[src/hdl/rse_pkg.sv]
`default_nettype none
package rse_pkg;

  localparam int unsigned SymW     = 8;
  localparam int unsigned PcW      = 6;
  localparam int unsigned CfgIdxW  = 2;
  localparam int unsigned CfgDataW = 8;

  localparam logic [PcW-1:0]  PARITY_RESET = 6'd8;
  localparam logic [SymW-1:0] POLY_RESET   = 8'h1d;

  typedef enum logic [CfgIdxW-1:0] {
    REG_PARITY_COUNT = 2'd0,
    REG_FIELD_POLY   = 2'd1
  } reg_idx_e;

  typedef struct packed {
    logic [SymW-1:0] data_byte;
    logic            last_data;
  } item_t;

  // queue head as seen by the back end
  typedef struct packed {
    logic  valid;
    item_t item;
  } q_head_t;

  // GF(256) product modulo x^8 + poly, shift and add
  function automatic logic [SymW-1:0] gf_mul(input logic [SymW-1:0] x,
                                             input logic [SymW-1:0] y,
                                             input logic [SymW-1:0] poly);
    logic [SymW-1:0] a;
    logic [SymW-1:0] p;
    a = x;
    p = '0;
    for (int k = 0; k < SymW; k++) begin
      if (y[k]) p = p ^ a;
      a = a[SymW-1] ? ({a[SymW-2:0], 1'b0} ^ poly) : {a[SymW-2:0], 1'b0};
    end
    return p;
  endfunction

endpackage
`default_nettype wire

[src/hdl/rse_in_if.sv]
`default_nettype none
interface rse_in_if;
  logic       valid;
  logic       ready;
  logic [7:0] data_byte;
  logic       last_data;
  modport source (output valid, output data_byte, output last_data, input ready);
  modport sink   (input valid, input data_byte, input last_data, output ready);
endinterface
`default_nettype wire

[src/hdl/rse_front.sv]
`default_nettype none
module rse_front (
  input  wire logic           clk_i,
  input  wire logic           rst_ni,
  rse_in_if.sink              in_s,
  output rse_pkg::q_head_t    head_o,
  input  wire logic           pop_i
);

  rse_pkg::item_t mem_q [2];
  logic           wptr_q, rptr_q;
  logic [1:0]     cnt_q;
  logic           push;

  assign in_s.ready   = (cnt_q != 2'd2);
  assign push         = in_s.valid && in_s.ready;
  assign head_o.valid = (cnt_q != 2'd0);
  assign head_o.item  = mem_q[rptr_q];

  // store beats in arrival order
  always_ff @(posedge clk_i) begin
    if (push) begin
      mem_q[wptr_q].data_byte <= in_s.data_byte;
      mem_q[wptr_q].last_data <= in_s.last_data;
    end
  end

  // advance pointers and occupancy
  always_ff @(posedge clk_i or negedge rst_ni) begin
    if (!rst_ni) begin
      wptr_q <= 1'b0;
      rptr_q <= 1'b0;
      cnt_q  <= 2'd0;
    end else begin
      if (push) wptr_q <= ~wptr_q;
      if (pop_i) rptr_q <= ~rptr_q;
      if (push && !pop_i) cnt_q <= cnt_q + 2'd1;
      else if (!push && pop_i) cnt_q <= cnt_q - 2'd1;
    end
  end

endmodule
`default_nettype wire

[src/flat_wrapper.sv]
// flat-port wrapper written by rule: the top's interface ports become plain ports
module rse_front_flat 
  (clk_i, rst_ni, head_o, pop_i, in_s_valid, in_s_data_byte, in_s_last_data, in_s_ready);
  rse_in_if in_s_i ();
  input  wire logic clk_i;
  input  wire logic rst_ni;
  output rse_pkg::q_head_t head_o;
  input  wire logic pop_i;
  input wire logic [$bits(in_s_i.valid)-1:0] in_s_valid;
  input wire logic [$bits(in_s_i.data_byte)-1:0] in_s_data_byte;
  input wire logic [$bits(in_s_i.last_data)-1:0] in_s_last_data;
  output wire logic [$bits(in_s_i.ready)-1:0] in_s_ready;
  assign in_s_i.valid = in_s_valid;
  assign in_s_i.data_byte = in_s_data_byte;
  assign in_s_i.last_data = in_s_last_data;
  assign in_s_ready = in_s_i.ready;
  rse_front u_core (.clk_i(clk_i), .rst_ni(rst_ni), .in_s(in_s_i), .head_o(head_o), .pop_i(pop_i));
endmodule
[config.mk]
export PLATFORM = sky130hd
export DESIGN_NAME = rse_front_flat
export DESIGN_NICKNAME = d
export VERILOG_FILES = /design/src/hdl/rse_pkg.sv /design/src/hdl/rse_in_if.sv /design/src/hdl/rse_front.sv /design/src/flat_wrapper.sv
export SDC_FILE = /design/constraint.sdc
export NUM_CORES = 1
export LEC_CHECK = 0
export ABC_AREA = 0
export CORE_ASPECT_RATIO = 1.4
export CORE_MARGIN = 1
export CORE_UTILIZATION = 30
export CTS_BUF_LIST = sky130_fd_sc_hd__clkbuf_16
export DETAILED_ROUTE_END_ITERATION = 10
export DONT_BUFFER_PORTS = 1
export PLACE_DENSITY = 0.49
export SYNTH_ARGS = -nofsm -noshare
export SYNTH_HDL_FRONTEND = slang
export SYNTH_SLANG_ARGS = --single-unit
[constraint.sdc]
create_clock -name clk_i -period 1.6 [get_ports clk_i]
set_clock_uncertainty 0.2 [all_clocks]
set_input_delay 0.08 -clock clk_i [delete_from_list [all_inputs] [get_ports clk_i]]
set_output_delay 0.08 -clock clk_i [all_outputs]
set_load 0.005 [all_outputs]
After elaboration in Yosys (flattened, before gate mapping). Memory sizes are Yosys's and may differ from the RTL's. Index checks and enable logic that the tools add are counted.

Register bits after elaboration: 4. Bits in latches: 0. Bits in writable memories: 18. Bits in read-only memories: 0. Word-level logic and storage cells: 20. Memories: 1.

Memories: u_core.mem_q (words 2, bits a word 9, read ports 1, clocked after memory_dff 0, write ports 1, line rse_front.sv:10) `rse_pkg::item_t mem_q [2];`.

Add/subtract/negate cells: 2. Multiply operators: 0. Divide/modulo/power cells: 0. Magnitude comparators: 0. Equality and inequality tests: 1. Shifts and indexed selects: 0. Mux-type cells: 4. Bitwise gates (word level): 2. Reductions and logical operators: 7.

Operators with widths (count): 2-bit two-way mux (2); 2-bit nonzero test (2); 1-bit logical AND (3); 2-bit by 1-bit adder with 2-bit output (second input constant) (1); 1-bit logical NOT (2); 1-bit two-way mux (2); 2-bit inequality test (second input constant) (1); 1-bit inverter (2); 2-bit by 1-bit subtractor with 2-bit output (second input constant) (1).

Logic depth before layout (Yosys ltp). Gate-level depths: netlist of run 1.

Depth after elaboration: 6. Mapped depth: 7.

Worst setup path before layout of run 1. OpenSTA, ideal clock, no wires.

Kind: register to register. From: reg u_core.cnt_q[0]. To: mem u_core.mem_q[0][0] (netlist name), enable pin. Setup time: 374 ps. Arrival time: 1006 ps. Required time: 1026 ps. Slack: 20 ps. Stages on the path, launching flop included: 4. Buffers on the path: 0. Path through: dfrtp_1 nand2b_4 nand2_4 nor2_1.

Cells in the longest elaborated chain, start to end: 4.

RTL lines: start, declared (line rse_front.sv:12) `logic [1:0] cnt_q;`; start signal, assigned (line rse_front.sv:37) `if (push && !pop_i) cnt_q <= cnt_q + 2'd1;`; start signal, assigned (line rse_front.sv:38) `else if (!push && pop_i) cnt_q <= cnt_q - 2'd1;`; 2-bit inequality test (line rse_front.sv:15) `assign in_s.ready = (cnt_q != 2'd2);`; net in_s_ready (line flat_wrapper.sv:12) `output wire logic [$bits(in_s_i.ready)-1:0] in_s_ready;`; 1-bit logical AND (line rse_front.sv:16) `assign push = in_s.valid && in_s.ready;`; 1-bit two-way mux (line rse_front.sv:22) `if (push) begin`; 1-bit two-way mux (not written as such) (line rse_front.sv:24) `mem_q[wptr_q].last_data <= in_s.last_data;`; end, declared (line rse_front.sv:10).

The timed path passes the listed nets, and every way through them passes these cells.

Worst setup path after layout of run 1.
From: reg u_core.cnt_q[0]. To: reg u_core.cnt_q[1].

Cells in the longest elaborated chain, start to end: 5. Elaborated cells on any way between the ends: 10. Classes of those cells: add/sub (2); eq/ne (1); mux (2); reduce/logical (5).

RTL lines (line): 2-bit inequality test * (rse_front.sv:15); net in_s_ready (flat_wrapper.sv:12); 1-bit logical AND * (rse_front.sv:16); 1-bit logical NOT (rse_front.sv:38); 1-bit logical AND (rse_front.sv:38); 2-bit nonzero test (no line).

Mark *: on every way through the listed nets, which the timed path passes. The rest lies on a longest branch. The select of a mux whose other input is x is not followed. A chain may end at the register's enable or synchronous reset.

==> results of run 1 <==
[repair_timing]
action / in CTS / in global routing
endpoints found under the hold margin: 25 / 0
setup endpoints to repair: 0 / 9
hold buffers: 13 / 0
gates resized for setup: 0 / 1
[worst max-delay path: stages (launching register included)]
cell and delay [ns]:
dfrtp_1 0.38, nand2b_4 0.16, nand2_4 0.08, inv_1 0.04, ha_1 0.18, xor2_1 0.14
nor2_1 0.11, xor2_1 0.14
[per-stage QoR]
stage	power [mW]	area, um^2	worst slack (ns)
4_1_cts	1.95	1150	0.0220
3_5_place_dp	1.41	938	0.103
2_1_floorplan	1.27	862	0.0195
5_1_grt	2.04	1150	0.0224
3_3_place_gp	1.40	938	0.117
6_report	1.92	1150	0.0999
[power by group]
group / internal (mW) / total (mW) / switching, mW
registers: 0.801 / 0.908 / 0.107
clock network: 0.332 / 0.501 / 0.169
logic: 0.296 / 0.509 / 0.213
total: 1.43 / 1.92 / 0.490
[final cells by class]
class,count,share of cell area [%]
clock buffers,3,6.54
clock inverters,1,0.327
inverters,2,0.654
multi-input cells,21,17.6
flip-flops and latches,22,55.9
well taps,36,3.92
repair buffers,17,15.0
[Yosys cell counts]
cell type	count
and3_1	1
nor2_1	2
inv_1	2
ha_1	1
xnor2_1	2
dfrtp_1	4
nand2_4	1
xor2_1	3
or2_2	1
buf_6	1
nand2b_4	1
mux2_2	9
edfxtp_1	18
[kinds of logic (layout without fill, tap and decap cells)]
logic type               after synthesis  count (layout)
XOR/XNOR                               5               5
adder cells (fa/ha/maj)                1               1
buffers and inverters                  3              23
flip-flops                            22              22
multiplexers                           9               9
AND/OR/NAND/NOR                        6               6
[registers in the layout (all words and copies together), names as in the netlist]
name           count
u_core.wptr_q      1
u_core.rptr_q      1
u_core.mem_q      18
u_core.cnt_q       2
[worst paths after layout]
| check | startpoint | endpoint | slack [ns] | cells past startpoint |
|---|---|---|---|---|
| max | u_core.cnt_q[0]$_DFFE_PN0P_ | u_core.cnt_q[1]$_DFFE_PN0P_ | 0.1 | 7 |
| min | in_s_valid | u_core.mem_q[1][5]$_DFFE_PP_ | 0.07 | 2 |
| max reg2reg | u_core.cnt_q[0]$_DFFE_PN0P_ | u_core.cnt_q[1]$_DFFE_PN0P_ | 0.1 | 7 |
| min reg2reg | u_core.wptr_q$_DFFE_PN0N_ | u_core.wptr_q$_DFFE_PN0N_ | 0.29 | 1 |
| max in group asynchronous | rst_ni | u_core.rptr_q$_DFFE_PN0P_ | 0.57 | 2 |
| min in group asynchronous | rst_ni | u_core.cnt_q[0]$_DFFE_PN0P_ | 0.44 | 2 |
[routing by layer]
layer	share of wire [%]	up-vias	wire length, um	global-route usage [%]
met5	0	-	0	0
met4	1.2	0	15	4.29
met3	5.0	2	63	3.02
met2	55	11	693	15.8
met1	39	202	492	10.0
li1	-	204	-	-
==> summary.md, run 1 <==
| Metric | Value |
|---|---|
| Initial core utilization | between 30% and 40% |
| Placed Cells | 85 |
| Vias in the first global route | 427 |
| Compound-cell area share of the yosys netlist | 0% |
| Die area | 3090 um^2 |
| Endpoints failing hold | 0 |
| Cell taking the most area after synthesis | edfxtp_1 |
| Port-buffer cells | 0 |
| Seq/Total Area, Yosys | 74.3% |
| GRT Residual Overflow | 0 |
| I/O pin count | 24 |
| CTS tree | yes |
| Outcome | finished clean |
| Post-route ant nets | 0 |
| Synth Register Bits | 22 |
| Maximum root-to-sink buffer count | 2 |
| P_leak | around 0.43 nW |
| Syn Area/Cell | 18.7 um^2 |
| Number of fill cells | 257 |
| Final instance count without filler cells | a little over 100 |
| Top post-synthesis cells by area | edfxtp_1, mux2_2, dfrtp_1 |
| Final Cycle Share | about 94% |
| Most frequent cells in the layout | edfxtp_1, dlygate4sd3_1, mux2_2 |
| Fraction of layout cells with a size suffix above 1 | a little under a third |
| Startpoint types | register |
| Die width | 47.3 um |
| Num CTS Buffers | 3 |
| Pin count of the biggest net entering global routing | 13 |
| Yosys warnings | 0 |
| RePlAce Congestion | 0.721 |
| First-pass GRT wire length | 1980 um |
| Drt pass-1 iters | 2 |
| Multi-input gate area | 203 um^2 |
| Nets | between 80 and 90 |
| Setup violations, final | 0 |
| Total Wirelength | 1260 um |
| Slew Viols, Final | 0 |
| Global Route Usage Sum | 9.33% |
| Critical path class | reg -> reg |
| Post-CTS Setup Inserts | 0 |
| Required @ worst endpoint | 1.57 ns |
| Area delta synth->final | 33.2% |
| Die height | 65.4 um |
| Synth Area in Adders | about 1.5% |
| RSZ-0062 raised after global routing | false |
| Max VDD drop | between 0.6 and 0.7 mV |
| Cell Rows | 22 |
| Drt initial violations | 7 |
| Yosys top cell area share | between 60% and 70% |
| P per Cell Area | 1670 nW/um^2 |
| Initial antenna violation count | 0 |
| Sequential Area | roughly 640 um^2 |
| CTS H-tree depth | 1 |
| Most common cell after layout, fill and taps aside | edfxtp_1 |
| Core region area | approximately 2700 um^2 |
| Post-Synthesis Cells | 46 |
| Root Driver | clkbuf_16 |
| Vias | 419 |
| Achievable Freq | roughly 670 MHz |
| Library cells used by synthesis | 13 |
| Xor/xnor cell area share of the yosys netlist | ~5.1% |
| DR DRC count | 0 |
| Worst-path fanout max | 3 |
| Synth Area in Simple Gates | 5.22% |
| Clock sinks | 22 |
| Mapped Nets | 60 |
| Largest family of logic cells by synthesized area | multiplexers |
| Signal arrival time at the worst endpoint | 1.47 ns |
| CP Capture Type | register |
| Drt via density | about 4.1 |
| Clk pin slew, worst setup/hold paths | 0.05 ns |
| Fin util | 43.0% |
| Hold slack | 0.0700 ns |
| Relative max-transition margin | 83.4% |
| Max_cap viols | 0 |
| Wire per inst | around 12 um |
| Worst-margin pin slew | 0.249 ns |
| Setup TNS | 0 ns |
| Final min period | 1.50 ns |
| Worst-Skew Late Latency | around 0.25 ns |
| Post-DP HPWL | 883 um |
| Synth Cell Area | about 860 um^2 |
| Post-synthesis mux area share | 11.8% |
| ANT cells | 0 |
| Worst Hold Class | in -> reg |
(Power assumes the default switching activity.)
==> run 2: changes to the inputs <==
==> constraint.sdc (replaced) <==
create_clock -name clk_i -period 1.6 [get_ports clk_i]
set_clock_uncertainty 0.2 [all_clocks]
set_input_delay 0.24 -clock clk_i [delete_from_list [all_inputs] [get_ports clk_i]]
set_output_delay 0.24 -clock clk_i [all_outputs]
set_load 0.005 [all_outputs]
==> summary.md, run 2 (same netlist as run 1, synthesis figures left out) <==
| Metric | Value |
|---|---|
| Clk pin slew, worst setup/hold paths | roughly 0.060 ns |
| CTS H-tree depth | 1 |
| Num CTS Buffers | 3 |
| Maximum root-to-sink buffer count | 2 |
| Critical path class | reg -> out |
| Post-route ant nets | 0 |
| Worst Hold Class | in -> async |
| Final min period | 1.54 ns |
| First-pass GRT wire length | around 2100 um |
| Final worst slack | about 0.055 ns |
| Startpoint types | register |
| Fin util | 43.6% |
| Root Driver | clkbuf_16 |
| Worst-margin pin slew | 0.198 ns |
| FF-to-FF End | u_core.cnt_q[1]$_DFFE_PN0P_ |
| RePlAce Congestion | between 0.7 and 0.8 |
| Register-to-Register Setup Slack | around 0.090 ns |
| Outcome | finished clean |
| Clock sinks | 22 |
| Wire per inst | about 13 um |
| Port-buffer cells | 0 |
| Worst-Skew Late Latency | 0.25 ns |
| ANT cells | 0 |
| Max FFs per register | 18 |
| Area delta synth->final | 35.0% |
| RSZ-0062 raised after global routing | false |
| Setup TNS | 0 ns |
| Drt initial violations | 12 |
| Post-place setup slack | around 0.083 ns |
| R2R cell count | 7 |
| Endpoints failing hold | 0 |
| Die width | 47.3 um |
| Fraction of layout cells with a size suffix above 1 | 33.8% |
| Cell Rows | 22 |
| Biggest regs | u_core.mem_q x18, u_core.cnt_q x2 |
| Die area | 3090 um^2 |
| Most common cell after layout, fill and taps aside | edfxtp_1 |
| P per Cell Area | approximately 1700 nW/um^2 |
| DR DRC count | 0 |
| Post-DP HPWL | 898 um |
| Initial antenna violation count | 0 |
| Core region area | roughly 2700 um^2 |
| Initial core utilization | between 30% and 40% |
| CP Capture Type | output port |
| Max_cap viols | 0 |
| Final Cycle Share | 96.5% |
| Vias in the first global route | 477 |
| Most flops, register | u_core.mem_q |
| Drt via density | 4.19 |
| Relative max-transition margin | 86.8% |
| Vias | 436 |
| Max VDD drop | 0.563 mV |
| P_leak | 0.448 nW |
| I/O pin count | 24 |
| Total Wirelength | approximately 1400 um |
| Nets | 83 |
| Slew Viols, Final | 0 |
| Achievable Freq | 647 MHz |
| Worst Setup SP | u_core.rptr_q$_DFFE_PN0P_ |
| Reg2Reg Launch Point | u_core.cnt_q[0]$_DFFE_PN0P_ |
| Global Route Usage Sum | 10.1% |
| Total power | around 2 mW |
| Setup violations, final | 0 |
| Drt pass-1 iters | 2 |
| Signal arrival time at the worst endpoint | 1.10 ns |
| Worst-path fanout max | 5 |
| Pin count of the biggest net entering global routing | 13 |
| Most frequent cells in the layout | edfxtp_1, dlygate4sd3_1, mux2_2, buf_4 |
| Required @ worst endpoint | 1.16 ns |
| Die height | 65.4 um |
| GRT Residual Overflow | 0 |
| CTS tree | yes |
| Number of fill cells | 251 |
## run 2: cell count changes in the layout (fill, tap and decap cells not counted)
cell / previous run / this run
dlygate4sd3_1: 13 / 11
dlymetal6s4s_1: 0 / 1
buf_4: 3 / 6
## run 2: stage by stage
stage / hold WS, ns / instance area, um^2 / std cells
floorplan: -0.256 / 862 / 46
global placement: -0.255 / 938 / 85
detailed placement: -0.255 / 938 / 85
CTS: 0.0697 / 1150 / 103
global route: 0.0805 / 1160 / 104
finish: 0.0638 / 1160 / 104
## run 2: layout make-up
cell class,instances,area [um^2],share of cell area (%)
clock buffer,3,75.1,6.45
clock inverter,1,3.75,0.323
inverter,2,7.51,0.645
multi-input combinational,21,203,17.4
sequential,22,642,55.2
tap,36,45.0,3.87
timing repair buffer,19,188,16.1
## run 2: worst max path at each step
stage                                   end  depth (start not counted)
6_report                          head_o[3]                          2
5_1_grt         u_core.cnt_q[1]$_DFFE_PN0P_                          7
4_1_cts         u_core.cnt_q[1]$_DFFE_PN0P_                          6
3_5_place_dp    u_core.cnt_q[1]$_DFFE_PN0P_                          6
3_3_place_gp    u_core.cnt_q[1]$_DFFE_PN0P_                          6
2_1_floorplan  u_core.mem_q[0][0]$_DFFE_PP_                          3
## run 2: power by group
part | switching (mW) | internal [mW]
clock network | 0.176 | 0.332
logic | 0.277 | 0.336
registers | 0.0622 | 0.800
total | 0.515 | 1.47
## run 2: worst max-delay path, cell delays in order (launching register included)
cell	delay, ns
dfrtp_2	0.35
buf_4	0.15
mux2_2	0.35
## run 2: layer usage
metal	global-route usage (%)	routed length [um]	vias to the layer above
li1	-	-	208
met1	11.5	545	215
met2	17.0	764	11
met3	2.47	47	2
met4	4.29	16	0
met5	0	0	-
## run 2: timing repair
item / CTS / global route
buffers inserted: 2 / 1
hold endpoints to repair: 24 / 0
endpoints found under the setup margin: 9 / 1
hold buffers: 12 / 0
resized for setup: 2 / 1
pin swaps: 0 / 2
==> run 3: changes to the inputs <==
--- a/config.mk
+++ b/config.mk
@@ -12,6 +12,7 @@
 export CTS_BUF_LIST = sky130_fd_sc_hd__clkbuf_16
 export DETAILED_ROUTE_END_ITERATION = 10
 export DONT_BUFFER_PORTS = 1
+export GPL_TIMING_DRIVEN = 0
 export PLACE_DENSITY = 0.49
 export SYNTH_ARGS = -nofsm -noshare
 export SYNTH_HDL_FRONTEND = slang
==> summary.md, run 3 (same netlist as run 1, synthesis figures left out) <==
| Metric | Value |
|---|---|
| Most common cell after layout, fill and taps aside | edfxtp_1 |
| P per Cell Area | 1700 nW/um^2 |
| Max VDD drop | 0.621 mV |
| Biggest regs | u_core.mem_q x18, u_core.cnt_q x2 |
| CP Capture Type | register |
| CTS H-tree depth | 1 |
| RePlAce Congestion | 0.691 |
| Sequential Area | 641 um^2 |
| Crit path largest cell delay | 0.41 ns |
| Die width | 47.3 um |
| Cell Rows | 22 |
| Final min period | 1.54 ns |
| Required @ worst endpoint | 1.57 ns |
| Most frequent cell on the critical path | xor2_1 |
| ANT cells | 0 |
| Post-route ant nets | 0 |
| Startpoint types | register |
| First-pass GRT wire length | 2020 um |
| Nets | 78 |
| Core region area | between 2000 and 3000 um^2 |
| Worst-Skew Late Latency | 0.25 ns |
| Max FFs per register | 18 |
| Worst Hold Class | in -> async |
| Hold slack | 0.0710 ns |
| Worst-path fanout max | 4 |
| Die area | about 3100 um^2 |
| Clk pin slew, worst setup/hold paths | 0.05 ns |
| Port-buffer cells | 0 |
| Relative max-transition margin | between 70 and 80% |
| Drt via density | 4.30 |
| Critical path class | reg -> reg |
| Setup violations, final | 0 |
| Most flops, register | u_core.mem_q |
| Area delta synth->final | 31.9% |
| Worst-margin pin slew | 0.304 ns |
| Post-place setup slack | -0.294 ns |
| CP cell instances | nand2b_4 -> nand2_4 -> inv_2 -> ha_4 -> xor2_1 -> nor2_2 -> xor2_1 |
| Vias in the first global route | 399 |
| Final Cycle Share | 96.5% |
| Fraction of layout cells with a size suffix above 1 | 34.9% |
| CTS tree | yes |
| Drt initial violations | 19 |
| Signal arrival time at the worst endpoint | 1.52 ns |
| Num CTS Buffers | 3 |
| Total Wirelength | roughly 1400 um |
| Final worst slack | roughly 0.055 ns |
| Number of fill cells | 268 |
| GRT Residual Overflow | 0 |
| Worst path slowest cell | dfrtp_1 |
| P_leak | between 0.4 and 0.5 nW |
| Max_cap viols | 0 |
| Die height | 65.4 um |
| Outcome | finished clean |
| DR DRC count | 0 |
| Global Route Usage Sum | 9.77% |
| Clock sinks | 22 |
| Vias | 426 |
| Achievable Freq | 647 MHz |
| Fin util | 42.6% |
| Drt pass-1 iters | 2 |
| Total power | 1.93 mW |
| I/O pin count | 24 |
| Pin count of the biggest net entering global routing | 13 |
| Slew Viols, Final | 0 |
| Initial antenna violation count | 0 |
| Multi-input gate area | 226 um^2 |
| Endpoints failing hold | 0 |
| RSZ-0062 raised after global routing | true |
| Initial core utilization | 32.3% |
| Wire per inst | between 10 and 15 um |
| Maximum root-to-sink buffer count | 2 |
| Root Driver | clkbuf_16 |
| Most frequent cells in the layout | edfxtp_1, dlygate4sd3_1, mux2_2, dfrtp_1 |
| Setup TNS | 0 ns |
==> run 3: changes by cell type in the layout (fill, tap and decap cells not counted), sizes merged <==
| cell | previous run | this run |
|---|---|---|
| dlymetal6s4s | 1 | 0 |
| dlygate4sd3 | 11 | 12 |
| buf | 7 | 2 |
==> run 3: critical path: cells and delay by family (launching register included) <==
kind,cells,cell delay [ns]
DFF,1,0.41
and+or+nand+nor,3,0.38
buffers and inverters,1,0.05
adders and majority gates,1,0.15
xor gates and xnor gates,2,0.28
==> run 3: report_power, final <==
part | internal, mW | total [mW] | switching, mW
clock network | 0.332 | 0.510 | 0.178
logic | 0.280 | 0.545 | 0.265
registers | 0.799 | 0.876 | 0.0770
total | 1.41 | 1.93 | 0.520
==> run 3: final cells by class <==
| class | instances | share of cell area, % |
|---|---|---|
| buffer | 1 | 0.990 |
| multi-input combinational | 21 | 19.9 |
| clock buffer | 3 | 6.60 |
| sequential | 22 | 56.3 |
| clock inverter | 1 | 0.330 |
| inverter | 2 | 0.660 |
| timing repair buffer | 13 | 11.2 |
| tap | 36 | 3.96 |
==> run 3: worst paths after layout <==
check / slack [ns] / end / cells past startpoint / startpoint
max: 0.06 / u_core.cnt_q[1]$_DFFE_PN0P_ / 7 / u_core.cnt_q[0]$_DFFE_PN0P_
min: 0.07 / u_core.wptr_q$_DFFE_PN0N_ / 1 / rst_ni
max reg2reg: 0.06 / u_core.cnt_q[1]$_DFFE_PN0P_ / 7 / u_core.cnt_q[0]$_DFFE_PN0P_
min reg2reg: 0.34 / u_core.cnt_q[0]$_DFFE_PN0P_ / 1 / u_core.cnt_q[0]$_DFFE_PN0P_
max in group asynchronous: 0.95 / u_core.cnt_q[0]$_DFFE_PN0P_ / 1 / rst_ni
min in group clk_i: 0.12 / u_core.cnt_q[0]$_DFFE_PN0P_ / 3 / pop_i
==> run 3: per-layer routing <==
metal,vias up,part of all wire [%],GRT usage [%]
li1,199,-,-
met1,216,38,12.0
met2,11,58,15.2
met3,0,4.2,3.02
met4,0,0,4.29
met5,-,0,0
==> run 3: what timing repair did <==
action,in CTS,in global routing
pin swaps,0,2
hold endpoints to repair,24,0
setup endpoints to repair,18,1
setup buffers,0,1
resized for setup,3,3
hold buffers,12,0
gates cloned,0,0
==> run 3: through the flow <==
| step | cells | cell area, um^2 |
|---|---|---|
| 6_report | 99 | 1140 |
| 5_1_grt | 99 | 1140 |
| 4_1_cts | 98 | 1110 |
| 3_5_place_dp | 82 | 907 |
| 3_3_place_gp | 82 | 907 |
| 2_1_floorplan | 46 | 862 |
